===== src/rtl/msghe_pkg.sv =====
// shared types and constants for the messagepack header encoder
package msghe_pkg;

    // longest encoding: one tag byte and eight value bytes
    localparam int MAX_BYTES = 9;
    localparam int BUF_W     = MAX_BYTES * 8;
    localparam int CNT_W     = 4;

    // item operations
    typedef enum logic [2:0] {
        OP_STR = 3'd0,
        OP_BIN = 3'd1,
        OP_INT = 3'd2,
        OP_ARR = 3'd3,
        OP_RAW = 3'd4
    } t_opcode;

    // format tags
    localparam logic [7:0] TAG_FIXSTR   = 8'hA0;
    localparam logic [7:0] TAG_STR8     = 8'hD9;
    localparam logic [7:0] TAG_STR16    = 8'hDA;
    localparam logic [7:0] TAG_STR32    = 8'hDB;
    localparam logic [7:0] TAG_BIN8     = 8'hC4;
    localparam logic [7:0] TAG_BIN16    = 8'hC5;
    localparam logic [7:0] TAG_BIN32    = 8'hC6;
    localparam logic [7:0] TAG_INT8     = 8'hD0;
    localparam logic [7:0] TAG_INT16    = 8'hD1;
    localparam logic [7:0] TAG_INT32    = 8'hD2;
    localparam logic [7:0] TAG_INT64    = 8'hD3;
    localparam logic [7:0] TAG_FIXARRAY = 8'h90;
    localparam logic [7:0] TAG_ARRAY16  = 8'hDC;
    localparam logic [7:0] TAG_ARRAY32  = 8'hDD;

    // encoded item: byte count and bytes, first byte in the top lane
    typedef struct packed {
        logic [CNT_W-1:0] count;
        logic [BUF_W-1:0] bytes;
    } t_enc;

endpackage


===== src/rtl/msghe_encode.sv =====
// combinational encoder from one registered item to its byte sequence
module msghe_encode (
    input  logic [2:0]         i_opcode,
    input  logic [31:0]        i_length,
    input  logic signed [63:0] i_number,
    input  logic [7:0]         i_data_byte,
    output msghe_pkg::t_enc    o_enc
);
    import msghe_pkg::*;

    logic len_le15;
    logic len_le31;
    logic len_le255;
    logic len_le64k;
    logic int_posfix;
    logic int_negfix;
    logic int_fit8;
    logic int_fit16;
    logic int_fit32;

    // length range checks
    assign len_le15  = ~|i_length[31:4];
    assign len_le31  = ~|i_length[31:5];
    assign len_le255 = ~|i_length[31:8];
    assign len_le64k = ~|i_length[31:16];

    // integer range checks: upper bits all copies of the sign
    assign int_posfix = ~|i_number[63:7];
    assign int_negfix = &i_number[63:5];
    assign int_fit8   = (&i_number[63:7])  | (~|i_number[63:7]);
    assign int_fit16  = (&i_number[63:15]) | (~|i_number[63:15]);
    assign int_fit32  = (&i_number[63:31]) | (~|i_number[63:31]);

    // pick the smallest form
    always_comb begin
        o_enc = '0;
        unique case (t_opcode'(i_opcode))
            OP_STR: begin
                priority if (len_le31) begin
                    o_enc.count = CNT_W'(1);
                    o_enc.bytes = {TAG_FIXSTR | {3'b000, i_length[4:0]}, 64'd0};
                end else if (len_le255) begin
                    o_enc.count = CNT_W'(2);
                    o_enc.bytes = {TAG_STR8, i_length[7:0], 56'd0};
                end else if (len_le64k) begin
                    o_enc.count = CNT_W'(3);
                    o_enc.bytes = {TAG_STR16, i_length[15:0], 48'd0};
                end else begin
                    o_enc.count = CNT_W'(5);
                    o_enc.bytes = {TAG_STR32, i_length, 32'd0};
                end
            end
            OP_BIN: begin
                priority if (len_le255) begin
                    o_enc.count = CNT_W'(2);
                    o_enc.bytes = {TAG_BIN8, i_length[7:0], 56'd0};
                end else if (len_le64k) begin
                    o_enc.count = CNT_W'(3);
                    o_enc.bytes = {TAG_BIN16, i_length[15:0], 48'd0};
                end else begin
                    o_enc.count = CNT_W'(5);
                    o_enc.bytes = {TAG_BIN32, i_length, 32'd0};
                end
            end
            OP_INT: begin
                priority if (int_posfix || int_negfix) begin
                    o_enc.count = CNT_W'(1);
                    o_enc.bytes = {i_number[7:0], 64'd0};
                end else if (int_fit8) begin
                    o_enc.count = CNT_W'(2);
                    o_enc.bytes = {TAG_INT8, i_number[7:0], 56'd0};
                end else if (int_fit16) begin
                    o_enc.count = CNT_W'(3);
                    o_enc.bytes = {TAG_INT16, i_number[15:0], 48'd0};
                end else if (int_fit32) begin
                    o_enc.count = CNT_W'(5);
                    o_enc.bytes = {TAG_INT32, i_number[31:0], 32'd0};
                end else begin
                    o_enc.count = CNT_W'(9);
                    o_enc.bytes = {TAG_INT64, i_number};
                end
            end
            OP_ARR: begin
                priority if (len_le15) begin
                    o_enc.count = CNT_W'(1);
                    o_enc.bytes = {TAG_FIXARRAY | {4'b0000, i_length[3:0]}, 64'd0};
                end else if (len_le64k) begin
                    o_enc.count = CNT_W'(3);
                    o_enc.bytes = {TAG_ARRAY16, i_length[15:0], 48'd0};
                end else begin
                    o_enc.count = CNT_W'(5);
                    o_enc.bytes = {TAG_ARRAY32, i_length, 32'd0};
                end
            end
            OP_RAW: begin
                o_enc.count = CNT_W'(1);
                o_enc.bytes = {i_data_byte, 64'd0};
            end
            default: begin
                o_enc = '0;
            end
        endcase
    end

endmodule


===== src/rtl/msghe_serializer.sv =====
// byte shifter and result register, one byte per cycle
module msghe_serializer (
    input  logic            i_clk,
    input  logic            i_rst_n,
    input  logic            i_load_valid,
    input  msghe_pkg::t_enc i_enc,
    output logic            o_take,
    output logic            o_strobe,
    output logic [7:0]      o_out_byte,
    output logic            o_last
);
    import msghe_pkg::*;

    logic [BUF_W-1:0] r_buf;
    logic [BUF_W-1:0] n_buf;
    logic [CNT_W-1:0] r_cnt;
    logic [CNT_W-1:0] n_cnt;
    logic             emit;

    // a new item may load while the final byte of the previous one leaves
    assign o_take = (r_cnt <= CNT_W'(1));
    assign emit   = (r_cnt != '0);

    // next shifter contents
    always_comb begin
        priority if (o_take && i_load_valid) begin
            n_buf = i_enc.bytes;
            n_cnt = i_enc.count;
        end else if (emit) begin
            n_buf = {r_buf[BUF_W-9:0], 8'd0};
            n_cnt = r_cnt - CNT_W'(1);
        end else begin
            n_buf = r_buf;
            n_cnt = r_cnt;
        end
    end

    // shifter count and strobe
    always_ff @(posedge i_clk) begin
        if (!i_rst_n) begin
            r_cnt    <= '0;
            o_strobe <= 1'b0;
            o_last   <= 1'b0;
        end else begin
            r_cnt    <= n_cnt;
            o_strobe <= emit;
            o_last   <= emit && (r_cnt == CNT_W'(1));
        end
    end

    // shifter data and result byte
    always_ff @(posedge i_clk) begin
        r_buf      <= n_buf;
        o_out_byte <= r_buf[BUF_W-1 -: 8];
    end

    // last only marks a real transfer
    a_last_strobe: assert property (@(posedge i_clk) disable iff (!i_rst_n)
        o_last |-> o_strobe)
        else $error("last without strobe");

    // count never exceeds the longest encoding
    a_cnt_range: assert property (@(posedge i_clk) disable iff (!i_rst_n)
        r_cnt <= CNT_W'(MAX_BYTES))
        else $error("byte count out of range");

    // bytes remaining means a non-final transfer next cycle
    a_mid_run: assert property (@(posedge i_clk) disable iff (!i_rst_n)
        (r_cnt > CNT_W'(1)) |=> (o_strobe && !o_last))
        else $error("run ended early");

    // a pending load never overwrites bytes still to go
    a_no_clobber: assert property (@(posedge i_clk) disable iff (!i_rst_n)
        (r_cnt > CNT_W'(1)) |=> (r_cnt == $past(r_cnt) - CNT_W'(1)))
        else $error("shifter reloaded mid run");

endmodule


===== src/rtl/msghe_serializer_wrap_note.sv =====
// input register stage holding one accepted item until the shifter takes it
module msghe_in_stage (
    input  logic               i_clk,
    input  logic               i_rst_n,
    input  logic               start,
    input  logic               i_take,
    input  logic [2:0]         i_opcode,
    input  logic [31:0]        i_length,
    input  logic signed [63:0] i_number,
    input  logic [7:0]         i_data_byte,
    output logic               busy,
    output logic               o_valid,
    output logic [2:0]         o_opcode,
    output logic [31:0]        o_length,
    output logic signed [63:0] o_number,
    output logic [7:0]         o_data_byte
);
    logic accept;

    // stall only while holding an item the shifter cannot take yet
    assign busy   = o_valid && !i_take;
    assign accept = start && !busy;

    // held item valid
    always_ff @(posedge i_clk) begin
        if (!i_rst_n) begin
            o_valid <= 1'b0;
        end else if (accept) begin
            o_valid <= 1'b1;
        end else if (i_take) begin
            o_valid <= 1'b0;
        end
    end

    // held item fields
    always_ff @(posedge i_clk) begin
        if (accept) begin
            o_opcode    <= i_opcode;
            o_length    <= i_length;
            o_number    <= i_number;
            o_data_byte <= i_data_byte;
        end
    end

endmodule


===== src/rtl/msgpack_header_encoder.sv =====
// top level of the messagepack header and integer encoder
//
// Each transfer (start high while busy is low) carries one command: a string,
// binary or array header, a signed integer, or one raw payload byte. The block
// emits the encoded stream one byte per cycle on o_out_byte with o_strobe high
// for exactly one cycle per byte, and o_last marks the final byte of each
// command. The receiver cannot stall. A command has as many bytes as its
// encoding: one for raw bytes, fix forms and small integers, up to nine for a
// full 64-bit integer. busy is only raised while a multi-byte encoding is still
// draining, so raw payload bytes flow at one per cycle. The first byte of a
// command passes through the input register, the byte shifter and the result
// register after its transfer, and comes later while the previous command is
// still draining its bytes. Unused opcodes produce no bytes.
module msgpack_header_encoder (
    input  logic               i_clk,
    input  logic               i_rst_n,
    input  logic               start,
    output logic               busy,
    input  logic [2:0]         i_opcode,
    input  logic [31:0]        i_length,
    input  logic signed [63:0] i_number,
    input  logic [7:0]         i_data_byte,
    output logic               o_strobe,
    output logic [7:0]         o_out_byte,
    output logic               o_last
);
    import msghe_pkg::*;

    logic               take;
    logic               held_valid;
    logic [2:0]         held_opcode;
    logic [31:0]        held_length;
    logic signed [63:0] held_number;
    logic [7:0]         held_data_byte;
    t_enc               enc;

    // input register
    msghe_in_stage u_in (
        .i_clk       (i_clk),
        .i_rst_n     (i_rst_n),
        .start       (start),
        .i_take      (take),
        .i_opcode    (i_opcode),
        .i_length    (i_length),
        .i_number    (i_number),
        .i_data_byte (i_data_byte),
        .busy        (busy),
        .o_valid     (held_valid),
        .o_opcode    (held_opcode),
        .o_length    (held_length),
        .o_number    (held_number),
        .o_data_byte (held_data_byte)
    );

    // smallest-form encoding
    msghe_encode u_enc (
        .i_opcode    (held_opcode),
        .i_length    (held_length),
        .i_number    (held_number),
        .i_data_byte (held_data_byte),
        .o_enc       (enc)
    );

    // byte shifter and result register
    msghe_serializer u_ser (
        .i_clk        (i_clk),
        .i_rst_n      (i_rst_n),
        .i_load_valid (held_valid),
        .i_enc        (enc),
        .o_take       (take),
        .o_strobe     (o_strobe),
        .o_out_byte   (o_out_byte),
        .o_last       (o_last)
    );

endmodule

===== config.mk =====
export PLATFORM = sky130hd
export DESIGN_NAME = msgpack_header_encoder
export DESIGN_NICKNAME = d
export VERILOG_FILES = /design/src/rtl/msghe_pkg.sv /design/src/rtl/msghe_encode.sv /design/src/rtl/msghe_serializer.sv /design/src/rtl/msghe_serializer_wrap_note.sv /design/src/rtl/msgpack_header_encoder.sv
export SDC_FILE = /design/constraint.sdc
export NUM_CORES = 1
export LEC_CHECK = 0
export ABC_AREA = 1
export BUFFER_PORTS_ARGS = -buffer_cell sky130_fd_sc_hd__buf_2
export CAP_MARGIN = 20
export CELL_PAD_IN_SITES_DETAIL_PLACEMENT = 0
export CELL_PAD_IN_SITES_GLOBAL_PLACEMENT = 1
export CORE_ASPECT_RATIO = 1.1
export CORE_MARGIN = 5
export CORE_UTILIZATION = 40
export DETAILED_ROUTE_END_ITERATION = 6
export HOLD_SLACK_MARGIN = 0.08
export PLACE_DENSITY = 0.79
export SYNTH_ARGS = -nofsm -noshare
export SYNTH_HDL_FRONTEND = slang
export SYNTH_SLANG_ARGS = --single-unit

===== constraint.sdc =====
create_clock -name i_clk -period 5.6 [get_ports i_clk]
set_clock_uncertainty 0.05 [all_clocks]
set_input_delay 0.56 -clock i_clk [delete_from_list [all_inputs] [get_ports i_clk]]
set_output_delay 0.56 -clock i_clk [all_outputs]
set_load 0.05 [all_outputs]

**Word level (Yosys, flattened, before mapping)**

Index checks and enable logic that the tools add are counted.

- Memories: 0
- Input port bits: 110
- Memory bits (writable): 0
- Bits in latches: 0
- Register bits after elaboration: 194
- Logic and storage cells: 63
- Bits in read-only memories: 0

- Magnitude comparators: 1
- Equality and inequality tests: 5
- Bitwise logic cells: 3
- Reduce and logical (&&, ||, !) cells: 25
- Shifts and indexed selects: 0
- $mul: 0
- Div/mod/pow operators: 0
- Muxes and demuxes: 18
- $add $sub $neg: 1

Operators by type and width:

| cell | number |
|---|---|
| $mux 76 | 8 |
| $pmux 76 s5 | 1 |
| $mux 75 | 3 |
| $mux 72 | 2 |
| $reduce_and 59->1 | 1 |
| $reduce_and 57->1 | 1 |
| $reduce_or 57->1 | 1 |
| $reduce_and 49->1 | 1 |
| $reduce_or 49->1 | 1 |
| $reduce_and 33->1 | 1 |
| $reduce_or 33->1 | 1 |
| $reduce_or 28->1 | 1 |
| $reduce_or 27->1 | 1 |
| $reduce_or 24->1 | 1 |
| $reduce_or 16->1 | 1 |
| $mux 4 | 2 |
| $eq 3x2->1 const B | 2 |
| $logic_not 1->1 | 5 |
| $eq 4x1->1 const B | 1 |
| $le 4x1->1 const B | 1 |
| $logic_and 1x1->1 | 4 |
| $reduce_bool 2->1 | 2 |
| $reduce_bool 4->1 | 1 |
| $sub 4x1->4 const B | 1 |
| 6 further kinds | 9 |

**Depth between registers and ports, before layout**

Gate-level depths: netlist of run 1.

- Depth after elaboration: 9
- Depth in mapped cells: 16
- Depth with buffers taken out: 15

**By module**

Synthesis of run 1 repeated with hierarchy kept, for this count alone.

- Cells, all modules: 1055
- Area, all modules: 9587.9 um2

Modules (own cells, without submodules):

| module | cells each | seq. area each (um2) | times used | area each (um2) |
|---|---|---|---|---|
| msghe_serializer | 351 | 2442.3 | 1 | 3528.4 |
| msghe_in_stage | 115 | 3233.1 | 1 | 3263.1 |
| msghe_encode | 589 | 0.0 | 1 | 2796.4 |

**Least setup slack after synthesis of run 1**

OpenSTA, ideal clock, no wires.

- Path type: register -> register
- From: register u_ser.r_cnt[0]
- To: register u_in.o_data_byte[0], enable pin
- Path buffers: 0
- Cell stages (with the launch flop): 7
- Library setup time: 574 ps
- Data required time: 4976 ps
- Data arrival time: 5530 ps
- Slack: -554 ps
- Clock period less this slack: 6154 ps
- Path through: dfxtp_1 -> inv_1 -> ha_1 -> inv_1 -> a21oi_1 -> nor2_1 -> nor2_1

- Longest elaborated chain between the ends: 5

RTL lines:

| item | RTL line | source |
|---|---|---|
| start: declaration | msghe_serializer.sv:16 | `logic [CNT_W-1:0] r_cnt;` |
| start signal: assignment | msghe_serializer.sv:45 | `r_cnt <= n_cnt;` |
| $le 4x1->1 | msghe_serializer.sv:21 | `assign o_take = (r_cnt <= CNT_W'(1));` |
| $logic_not 1->1 | msghe_serializer_wrap_note.sv:21 | `assign busy = o_valid && !i_take;` |
| $logic_and 1x1->1 | msghe_serializer_wrap_note.sv:21 |  |
| net busy | msgpack_header_encoder.sv:18 | `output logic busy,` |
| $logic_not 1->1 | msghe_serializer_wrap_note.sv:22 | `assign accept = start && !busy;` |
| $logic_and 1x1->1 | msghe_serializer_wrap_note.sv:22 |  |
| net u_in.accept | msghe_serializer_wrap_note.sv:18 | `logic accept;` |
| end signal: assignment | msghe_serializer_wrap_note.sv:41 | `o_data_byte <= i_data_byte;` |
| end: declaration | msghe_serializer_wrap_note.sv:16 | `output logic [7:0] o_data_byte` |

The timed path passes the listed nets, and every way through them passes these cells.
A chain may end at the register's enable or synchronous reset.

**Worst setup path in the final report of run 1**

- From: register u_ser.r_cnt[0]
- To: register u_ser.r_buf[8], enable pin

- Longest elaborated chain between the ends: 3

RTL lines:

| item | RTL line | source |
|---|---|---|
| $le 4x1->1 | msghe_serializer.sv:21 |  |
| $logic_and 1x1->1 | msghe_serializer.sv:26 | `priority if (o_take && i_load_valid) begin` |
| $reduce_bool 2->1 (no line) * | - |  |
| end signal: assignment | msghe_serializer.sv:53 | `r_buf <= n_buf;` |
| end: declaration | msghe_serializer.sv:14 | `logic [BUF_W-1:0] r_buf;` |

Every way passes the cells marked *; elsewhere a longest branch is shown, timed or not.

==> results of run 1 <==
## cell type report
class / count / area, µm²
fill: 2319 / 12600
inverter: 89 / 344
multi-input combinational: 710 / 3220
clock buffer: 20 / 489
sequential: 194 / 5680
tap: 305 / 382
timing repair buffer: 126 / 658
clock inverter: 12 / 130
## report_power, final
group / total (W) / switching, W / internal [W]
Clock: 0.00127 / 0.000577 / 0.000695
Sequential: 0.00240 / 0.000191 / 0.00221
Combinational: 0.00119 / 0.000872 / 0.000318
## metal layers
| metal | wire length (µm) | track usage [%] | vias up |
|---|---|---|---|
| met5 | 0 | 0 | - |
| met4 | 1080 | 9.47 | 0 |
| met3 | 1690 | 2.96 | 49 |
| met2 | 11800 | 30.3 | 287 |
| met1 | 11900 | 28.2 | 3374 |
| li1 | - | - | 3620 |
## kinds of logic after synthesis
logic type | count (synthesis) | share of synthesized area, %
AO/OA/AOI/OAI | 101 | 6.50
adder cells (fa/ha/maj) | 3 | 0.398
buffers and inverters | 120 | 5.85
flip-flops | 194 | 60.2
AND/OR/NAND/NOR | 606 | 27.1
## how the worst max path moves through the flow
stage              startpoint                  end  slack (ps)  cells after the start
6_report       u_ser.r_cnt[0]       u_ser.r_buf[8]        2720                     10
5_1_grt        u_ser.r_cnt[0]       u_ser.r_cnt[0]        2400                     12
4_1_cts        u_ser.r_cnt[0]       u_ser.r_cnt[1]        2690                     12
3_5_place_dp   u_ser.r_cnt[0]       u_ser.r_cnt[1]        2710                     12
3_3_place_gp   u_ser.r_cnt[0]       u_ser.r_cnt[1]        2740                     12
2_1_floorplan  u_ser.r_cnt[0]  u_in.o_data_byte[0]        1270                      6
## per-stage QoR
stage | cells | setup WS, ps | utilization (%)
6_report | 1456 | 2720 | 46.4
5_1_grt | 1456 | 2400 | 46.4
4_1_cts | 1456 | 2690 | 46.4
3_5_place_dp | 1424 | 2710 | 43.8
3_3_place_gp | 1424 | 2740 | 43.8
2_1_floorplan | 1024 | 1270 | -
## worst max-delay path: stages, from the launching register on
cell and delay, ps:
dfxtp_1 340, inv_1 100, ha_1 170, inv_1 50
a21oi_1 170, inv_1 70, nor2_2 70, buf_4 380
inv_2 80, nand2_2 300, buf_4 660
## sequential cells by signal, indices dropped and copies added (netlist names)
signal,flops
u_ser.o_last,1
u_ser.r_cnt,4
u_ser.o_out_byte,8
u_in.o_number,64
u_in.o_length,32
u_ser.r_buf,72
u_ser.o_strobe,1
u_in.o_valid,1
u_in.o_opcode,3
u_in.o_data_byte,8
## cells in the mapped netlist
library cell  number
a21o_1             2
a21oi_1           18
a21oi_2            2
a221oi_1           1
a22oi_1            1
a31oi_1            2
and2_1             1
buf_1              1
buf_12             1
buf_2             12
buf_6              8
clkbuf_1           9
dfxtp_1           15
edfxtp_1         179
ha_1               3
inv_1             86
inv_2              1
inv_6              2
nand2_1          339
nand2_2            8
nand2_4            2
nand2_8            2
nand3_1           68
nand3_2            3
nand3_4            1
nand3b_1           1
nand4_1           15
nor2_1           150
nor2_2             2
nor2_4             4
nor3_1             7
nor4_1             1
o2111ai_1          1
o21a_1             1
o21ai_0           39
o21ai_1           11
o21ai_2           18
o21bai_1           5
or2_1              1
or2_2              1
==> summary.md, run 1 <==
| Metric | Value |
|---|---|
| Nets | `1,251` |
| Worst-Margin Slew | `~740 ps` |
| WP data required | `approximately 5600 ps` |
| Starting DRT DRC Count | `around 790` |
| Largest net degree at the start of global routing | `108` |
| Root Driver | `clkbuf_16` |
| Clock tree from TritonCTS | `done` |
| H-Tree Depth | `4` |
| Hold WC Path Type | `in2reg` |
| Die area | `around 27,000 µm²` |
| Pins over their slew limit | `0` |
| Largest cells by area after synthesis | `edfxtp_1 (57%), nand2_1 (13%), nor2_1 (6.0%)` |
| Leakage power total | `4.76 nW` |
| Post-layout min period | `~2900 ps` |
| R2r worst-path depth | `10` |
| Antenna Nets Post-Route | `0` |
| Clk sinks | `~190` |
| Worst R2R Setup Slack | `between 2000 and 3000 ps` |
| Crit path DAT | `around 2900 ps` |
| Drt first pass iters | `6` |
| Core area | `between 20,000 and 25,000 µm²` |
| Post-synthesis cell type count | `40` |
| Crit Path Max Fanout | `60` |
| End of the worst register-to-register path | `u_ser.r_buf[8]` |
| Final Instance Area | `around 11,000 µm²` |
| Drt drc | `0` |
| Yosys top cell area share | `a little under three fifths` |
| Kind of critical path | `reg2reg` |
| Setup TNS | `0 ps` |
| Routability cong. | `between 0.9 and 1` |
| Mapped Area | `about 9400 µm²` |
| Pwr/cell area | `~450 nW/µm²` |
| CP endpoint kind | `flop` |
| First-pass GRT wire length | `between 30 and 40 mm` |
| Count of final setup violators | `0` |
| Startpoint Class | `flop` |
| Antenna violations before repair | `0` |
| Post-CTS sizing | `0` |
| I/O pin total | `121` |
| Achievable Freq | `0.348 GHz` |
| Headroom to the max-slew limit | `approximately half` |
| Maximum root-to-sink buffer count | `2` |
| DR WL/cell | `~18 µm` |
| Clock latency on the worst-skew pair | `roughly 440 ps` |
| Total track usage | `between 15 and 20%` |
| Cell Area, Placed | `10,300 µm²` |
| Rows | `around 60` |
| Die Ht | `about 170 µm` |
| Final Hold Fails | `0` |
| Status | `completed` |
| Worst hold path startpoint | `i_number[61]` |
| Hold Path Stages | `1` |
| Vias in the first global route | `around 7,200` |
| Post-CTS setup buffers | `0` |
| Buffers on Ports | `120` |
| Most frequent cells in the layout | `nand2_1 (338), edfxtp_1 (179), nor2_1 (148)` |
| Synth-to-layout area growth | `15.5%` |
| WHS | `about 240 ps` |
| Total gr overflow | `0` |
| Worst VDD drop | `roughly 0.25 mV` |
| Vias | `7,330` |
| Inserted Clock Buffers | `17` |
| Die Span X | `around 160 µm` |
| Starting Density | `between 40% and 50%` |
| Final HPWL DP | `~20 mm` |
| Clock transition at the registers of the reported paths | `about 80 ps` |
| Ant diodes | `0` |
| Hold-fix buffers at CTS | `0` |
| RSZ-0062 raised after global routing | `false` |
| Crit Reg-Reg Startpoint | `u_ser.r_cnt[0]` |
| Tot Pwr | `a little under 0.005 W` |
| Register bit total from synthesis | `a little under 200` |
| Commonest non-fill, non-tap cell in the layout | `nand2_1` |
| Final period utilization | `between 50% and 60%` |
| Syn Area/Cell | `a little over 9 µm²` |
| Syn_nets | `1,137` |
| Top cell type by total area after synthesis | `edfxtp_1` |
| Synthesized netlist cell count | `between 1,000 and 1,500` |
| Worst Hold Endpoint | `u_in.o_number[61]` |
| Sequential share of the synthesized area | `60.2%` |
| Routed WL | `26.5 mm` |
| Layout cells sized above 1 | `18.0%` |
| Ys Warns | `0` |
| Vias per cell | `between 5 and 6` |
| Max-Cap Viols | `0` |
Power figures use the tool's default switching activity.
==> run 2: changes to the inputs <==
Settings changed: CORE_UTILIZATION 40 to 45, PLACE_DENSITY 0.79 to 0.84.
Clock period 5.6 ns to 2.9 ns, I/O delays scaled along.
==> summary.md, run 2 (synthesized netlist as in run 1, its figures left out) <==
| Metric | Value |
|---|---|
| Clk sinks | `194 (unchanged)` |
| Crit path to | `u_ser.r_buf[15]` |
| Die Ht | `162 µm (-5.4%)` |
| Buffers on Ports | `120 (unchanged)` |
| Drt first pass iters | `6 (unchanged)` |
| Inserted Clock Buffers | `17 (unchanged)` |
| H-Tree Depth | `4 (unchanged)` |
| Count of final setup violators | `0 (unchanged)` |
| Core area | `20,600 µm² (-12%)` |
| Finished Layout Cells | `1,524 (+4.7%)` |
| Worst slack at placement | `382 ps (-2330 ps)` |
| Commonest non-fill, non-tap cell in the layout | `nand2_1` |
| Clock latency on the worst-skew pair | `440 ps (about the same)` |
| Nets | `1,368 (+9.4%)` |
| Die Span X | `148 µm (-5.4%)` |
| Hold WC Path Type | `in2reg` |
| Largest register FFs | `72 (unchanged)` |
| Routed WL | `27.5 mm (+3.7%)` |
| Worst-Margin Slew | `797 ps (+58.1 ps)` |
| Final HPWL DP | `19.3 mm (-3.4%)` |
| Most frequent cells in the layout | `nand2_1 (338), edfxtp_1 (179), nor2_1 (147)` |
| Layout cells sized above 1 | `17.7% (-0.32 points)` |
| Rows | `55 (-6.8%)` |
| Startpoint Class | `flop` |
| Cell Area, Placed | `10,400 µm² (+0.83%)` |
| Starting DRT DRC Count | `935 (+19%)` |
| CP endpoint kind | `flop` |
| Fillcell total | `1,795 (-23%)` |
| RSZ-0062 raised after global routing | `false` |
| Antenna violations before repair | `0 (unchanged)` |
| Vias | `7,931 (+8.2%)` |
| Routability cong. | `0.971 (+7.0%)` |
| Crit path DAT | `2760 ps (-120 ps)` |
| CP Launch Point | `u_in.o_number[51]` |
| Kind of critical path | `reg2reg` |
| Total track usage | `23.4% (+3.4 points)` |
| Final Hold Fails | `0 (unchanged)` |
| Worst R2R Setup Slack | `340 ps (-2380 ps)` |
| Top flop regs | `u_ser.r_buf: 72 flops, u_in.o_number: 64 flops, u_in.o_length: 32 flops` |
| Status | `completed` |
| I/O pin total | `121 (unchanged)` |
| Synth-to-layout area growth | `27.3%` |
| DR WL/cell | `18.1 µm (-0.96%)` |
| Headroom to the max-slew limit | `46.7% (-4.0 points)` |
| Worst VDD drop | `0.471 mV (+89%)` |
| Crit Reg-Reg Startpoint | `u_in.o_number[51]` |
| Clock transition at the registers of the reported paths | `80 ps (about the same)` |
| Post-route setup slack | `343 ps (-2380 ps)` |
| Inst Count DP | `1,384 (-2.8%)` |
| Vias per cell | `5.20 (+3.4%)` |
| Post-CTS setup buffers | `0 (unchanged)` |
| Total gr overflow | `0 (unchanged)` |
| Root Driver | `clkbuf_16` |
| R2r worst-path depth | `9 (-1)` |
| Vias in the first global route | `7,810 (+8.5%)` |
| Max-Cap Viols | `0 (unchanged)` |
| Reg with most FFs | `u_ser.r_buf` |
| Largest net degree at the start of global routing | `72 (-33%)` |
| First-pass GRT wire length | `42.6 mm (+6.9%)` |
| Final Instance Area | `12,000 µm² (+10%)` |
| Ant diodes | `0 (unchanged)` |
| Maximum root-to-sink buffer count | `2 (unchanged)` |
| End of the worst register-to-register path | `u_ser.r_buf[15]` |
| Leakage power total | `5.23 nW (+9.9%)` |
| Clock tree from TritonCTS | `done` |
| Final Util | `58.4% (+12 points)` |
| Final period utilization | `88.2% (+37 points)` |
| Antenna Nets Post-Route | `0 (unchanged)` |
| Achievable Freq | `0.391 GHz (+12%)` |
| Die area | `24,000 µm² (-10%)` |
| WP data required | `3110 ps (-2490 ps)` |
| Pwr/cell area | `786 nW/µm² (+76%)` |
| Post-layout min period | `2560 ps (-319 ps)` |
| Crit Path Max Fanout | `33 (-45%)` |
| Pins over their slew limit | `0 (unchanged)` |
| Starting Density | `45.8% (+5.7 points)` |
| Drt drc | `0 (unchanged)` |
## run 2: cell count changes in the layout (fill, tap and decap cells not counted), moves of 2 or more
cell,delta
clkinvlp_4,+3
ha_4,+2
dfxtp_1,-2
buf_12,+2
ha_1,-2
buf_4,+7
inv_1,-3
dlygate4sd3_1,+108
## run 2: where the power goes
group	switching, W	internal, W
combinational	0.00175	0.000791
clock	0.00110	0.00117
sequential	0.000373	0.00426
total	0.00322	0.00623
## run 2: what timing repair did
item,CTS,global route
resized for setup,0,0
hold endpoints to repair,108,0
hold buffers,108,0
## run 2: cell type report
| type | instances | area (µm²) | share of cell area, % |
|---|---|---|---|
| Multi-Input combinational cell | 710 | 3260 | 27.2 |
| Clock inverter | 14 | 115 | 0.959 |
| Clock buffer | 18 | 450 | 3.75 |
| Inverter | 89 | 349 | 2.91 |
| Sequential cell | 194 | 5680 | 47.3 |
| Timing Repair Buffer | 243 | 1830 | 15.3 |
| Tap cell | 256 | 320 | 2.67 |
## run 2: metal layers
metal / GRT usage (%) / routed length (µm) / up-vias
met4: 9.03 / 888 / 0
met1: 31.8 / 11600 / 3668
met5: 0 / 0 / -
met3: 3.96 / 2060 / 49
li1: - / - / 3850
met2: 37.6 / 13000 / 364
## run 2: worst max-delay path, stage by stage (launching register included)
cell and delay [ps]:
edfxtp_1 450, nand2_1 150, nor2_1 60, nand2_1 100, nor2_4 70, nand2_4 130, nand2_8 140, inv_6 280
nand3_2 550, o21ai_0 390
## run 2: worst min path at each step
stage / start / endpoint / slack, ps / cells past startpoint
after global placement: u_ser.r_buf[70] / u_ser.o_out_byte[6] / 270 / 0
after floorplan: u_ser.r_buf[64] / u_ser.o_out_byte[0] / 270 / 0
final: i_rst_n / u_ser.r_cnt[0] / 90 / 3
after global routing: i_rst_n / u_ser.r_cnt[0] / 90 / 3
after detailed placement: u_ser.r_buf[64] / u_ser.o_out_byte[0] / 280 / 0
after CTS: i_rst_n / u_ser.r_cnt[2] / 80 / 3
## run 2: per-stage QoR
step           hold slack [ps]  power, W  TNS (ps)
2_1_floorplan              273   0.00625     -3210
3_3_place_gp               274   0.00706         0
3_5_place_dp               277   0.00710         0
4_1_cts                   80.5   0.00947         0
5_1_grt                   93.5   0.00992         0
6_report                  90.6   0.00944         0
==> run 3: changes to the inputs <==
Settings changed: GPL_TIMING_DRIVEN set to 0, PLACE_DENSITY 0.84 to 0.92.
==> summary.md, run 3 (synthesized netlist as in run 1, its figures left out) <==
| Metric | Value |
|---|---|
| Drt drc | `0 (unchanged)` |
| Total track usage | `23.5% (+0.11 points)` |
| Status | `completed` |
| Final Util | `59.3% (+0.92 points)` |
| Clock tree from TritonCTS | `done` |
| Maximum root-to-sink buffer count | `2 (unchanged)` |
| Nets | `1,388 (+1.5%)` |
| CP endpoint kind | `flop` |
| Leakage power total | `5.33 nW (+1.9%)` |
| Kind of critical path | `reg2reg` |
| R2r worst-path depth | `12 (+3)` |
| Finished Layout Cells | `1,544 (+1.3%)` |
| Most frequent cells in the layout | `nand2_1 (338), edfxtp_1 (179), nor2_1 (148)` |
| Vias in the first global route | `7,720 (-1.2%)` |
| Comb pwr share | `26.3% (-0.6 points)` |
| Pins over their slew limit | `0 (unchanged)` |
| Layout cells sized above 1 | `18.1% (+0.42 points)` |
| Antenna Nets Post-Route | `0 (unchanged)` |
| Final Hold Fails | `0 (unchanged)` |
| Worst VDD drop | `0.472 mV (+0.23%)` |
| Final period utilization | `88.8% (+0.59 points)` |
| Routed WL | `28.0 mm (+1.6%)` |
| Crit Path Max Fanout | `10 (-70%)` |
| Pwr/cell area | `787 nW/µm² (about the same)` |
| Core area | `20,600 µm² (unchanged)` |
| Top flop regs | `u_ser.r_buf: 72 flops, u_in.o_number: 64 flops, u_in.o_length: 32 flops` |
| I/O pin total | `121 (unchanged)` |
| Post-layout min period | `2570 ps (+17.1 ps)` |
| Int Pwr | `0.00630 W (+1.2%)` |
| Multi-input logic area | `3270 µm² (+0.35%)` |
| Headroom to the max-slew limit | `57.2% (+11 points)` |
| Worst-Margin Slew | `640 ps (-157 ps)` |
| Die area | `24,000 µm² (unchanged)` |
| Crit path DAT | `2720 ps (-40 ps)` |
| H-Tree Depth | `4 (unchanged)` |
| Setup TNS | `0 ps (unchanged)` |
| Drt first pass iters | `6 (unchanged)` |
| Antenna violations before repair | `0 (unchanged)` |
| Commonest non-fill, non-tap cell in the layout | `nand2_1` |
| Largest register FFs | `72 (unchanged)` |
| First-pass GRT wire length | `42.5 mm (-0.36%)` |
| Vias per cell | `5.16 (-0.86%)` |
| Reg area | `5680 µm² (unchanged)` |
| Final HPWL DP | `19.9 mm (+3.1%)` |
| Routability cong. | `0.974 (+0.32%)` |
| Reg with most FFs | `u_ser.r_buf` |
| Inst Count DP | `1,403 (+1.4%)` |
| Starting DRT DRC Count | `795 (-15%)` |
| Startpoint Class | `flop` |
| Largest net degree at the start of global routing | `77 (+6.9%)` |
| Post-CTS setup buffers | `0 (unchanged)` |
| Vias | `7,966 (+0.44%)` |
| Buffers on Ports | `120 (unchanged)` |
| Sequential power share | `48.6% (-0.5 points)` |
| Die Ht | `162 µm (unchanged)` |
| WP data required | `3040 ps (-70 ps)` |
| Ant diodes | `0 (unchanged)` |
| Max-Cap Viols | `0 (unchanged)` |
| Die Span X | `148 µm (unchanged)` |
| Achievable Freq | `0.389 GHz (-0.66%)` |
| Inserted Clock Buffers | `17 (unchanged)` |
| Rows | `55 (unchanged)` |
| Clock latency on the worst-skew pair | `440 ps (about the same)` |
| Total gr overflow | `0 (unchanged)` |
| Fillcell total | `1,698 (-5.4%)` |
| Hold Path Stages | `0 (-3)` |
| Root Driver | `clkbuf_16` |
| Cell Area, Placed | `10,500 µm² (+1.2%)` |
| Clk sinks | `194 (unchanged)` |
| Synth-to-layout area growth | `29.3%` |
| Count of final setup violators | `0 (unchanged)` |
| Hold WC Path Type | `reg2reg` |
| DR WL/cell | `18.1 µm (+0.32%)` |
| Starting Density | `45.8% (unchanged)` |
| Part of the power in the clock network | `25.0% (+1.0 points)` |
| Final Instance Area | `12,200 µm² (+1.6%)` |
| Clock transition at the registers of the reported paths | `80 ps (about the same)` |
| Switching power | `0.00329 W (+2.5%)` |
| Sw Share | `34.3% (+0.27 points)` |
| RSZ-0062 raised after global routing | `false` |
[run 3: timing repair]
item,4_1_cts,5_1_grt
hold buffers,109,0
endpoints found under the setup margin,0,76
resized for setup,0,1
endpoints found under the hold margin,109,0
[run 3: per-layer routing]
layer | share of wire, % | GRT usage (%) | wire length [µm] | up-vias
li1 | - | - | - | 3893
met1 | 41 | 31.6 | 11500 | 3660
met5 | 0 | 0 | 0 | -
met2 | 48 | 38.4 | 13300 | 359
met4 | 3.3 | 9.07 | 918 | 0
met3 | 7.9 | 3.88 | 2220 | 54
[run 3: final timing paths]
| path | startpoint | to | slack (ps) |
|---|---|---|---|
| max | u_in.o_number[46] | u_ser.r_buf[49] | 330 |
| min | u_ser.r_buf[71] | u_ser.o_out_byte[7] | 290 |
| max reg2reg | u_in.o_number[46] | u_ser.r_buf[49] | 330 |
| min reg2reg | u_ser.r_buf[71] | u_ser.o_out_byte[7] | 290 |
[run 3: metrics by stage]
stage / setup slack [ps] / hold slack (ps) / power (W)
finish: 326 / 294 / 0.00960
global route: 210 / 305 / 0.0101
floorplan: -30.0 / 273 / 0.00625
global placement: -534 / 275 / 0.00704
detailed placement: 98.6 / 277 / 0.00710
CTS: 74.0 / 295 / 0.00960
[run 3: power by group through the flow]
| stage | registers, W | logic (W) | clock network (W) |
|---|---|---|---|
| 6_report | 0.00467 | 0.00253 | 0.00240 |
| 5_1_grt | 0.00475 | 0.00279 | 0.00255 |
| 4_1_cts | 0.00467 | 0.00250 | 0.00243 |
| 3_5_place_dp | 0.00473 | 0.00237 | 0 |
| 3_3_place_gp | 0.00474 | 0.00230 | 0 |
| 2_1_floorplan | 0.00483 | 0.00142 | 0 |
[run 3: layout make-up]
class | instances | area share [%]
Timing Repair Buffer | 232 | 14.4
Inverter | 89 | 2.86
Multi-Input combinational cell | 710 | 26.8
Clock buffer | 19 | 3.90
Clock inverter | 13 | 1.09
Tap cell | 256 | 2.63
Buffer | 31 | 1.70
Sequential cell | 194 | 46.6
[run 3: critical path, cell delays in order (launching register included)]
cell and delay [ps]:
edfxtp_1 450, nor2_1 150, nand2_1 80, nor2_1 250
nand2_1 80, nor2_1 180, nand2_1 160, nand2_1 350
nor2_1 210, nand2_1 120, nand2_1 100, nand2_1 90
nand2_1 50
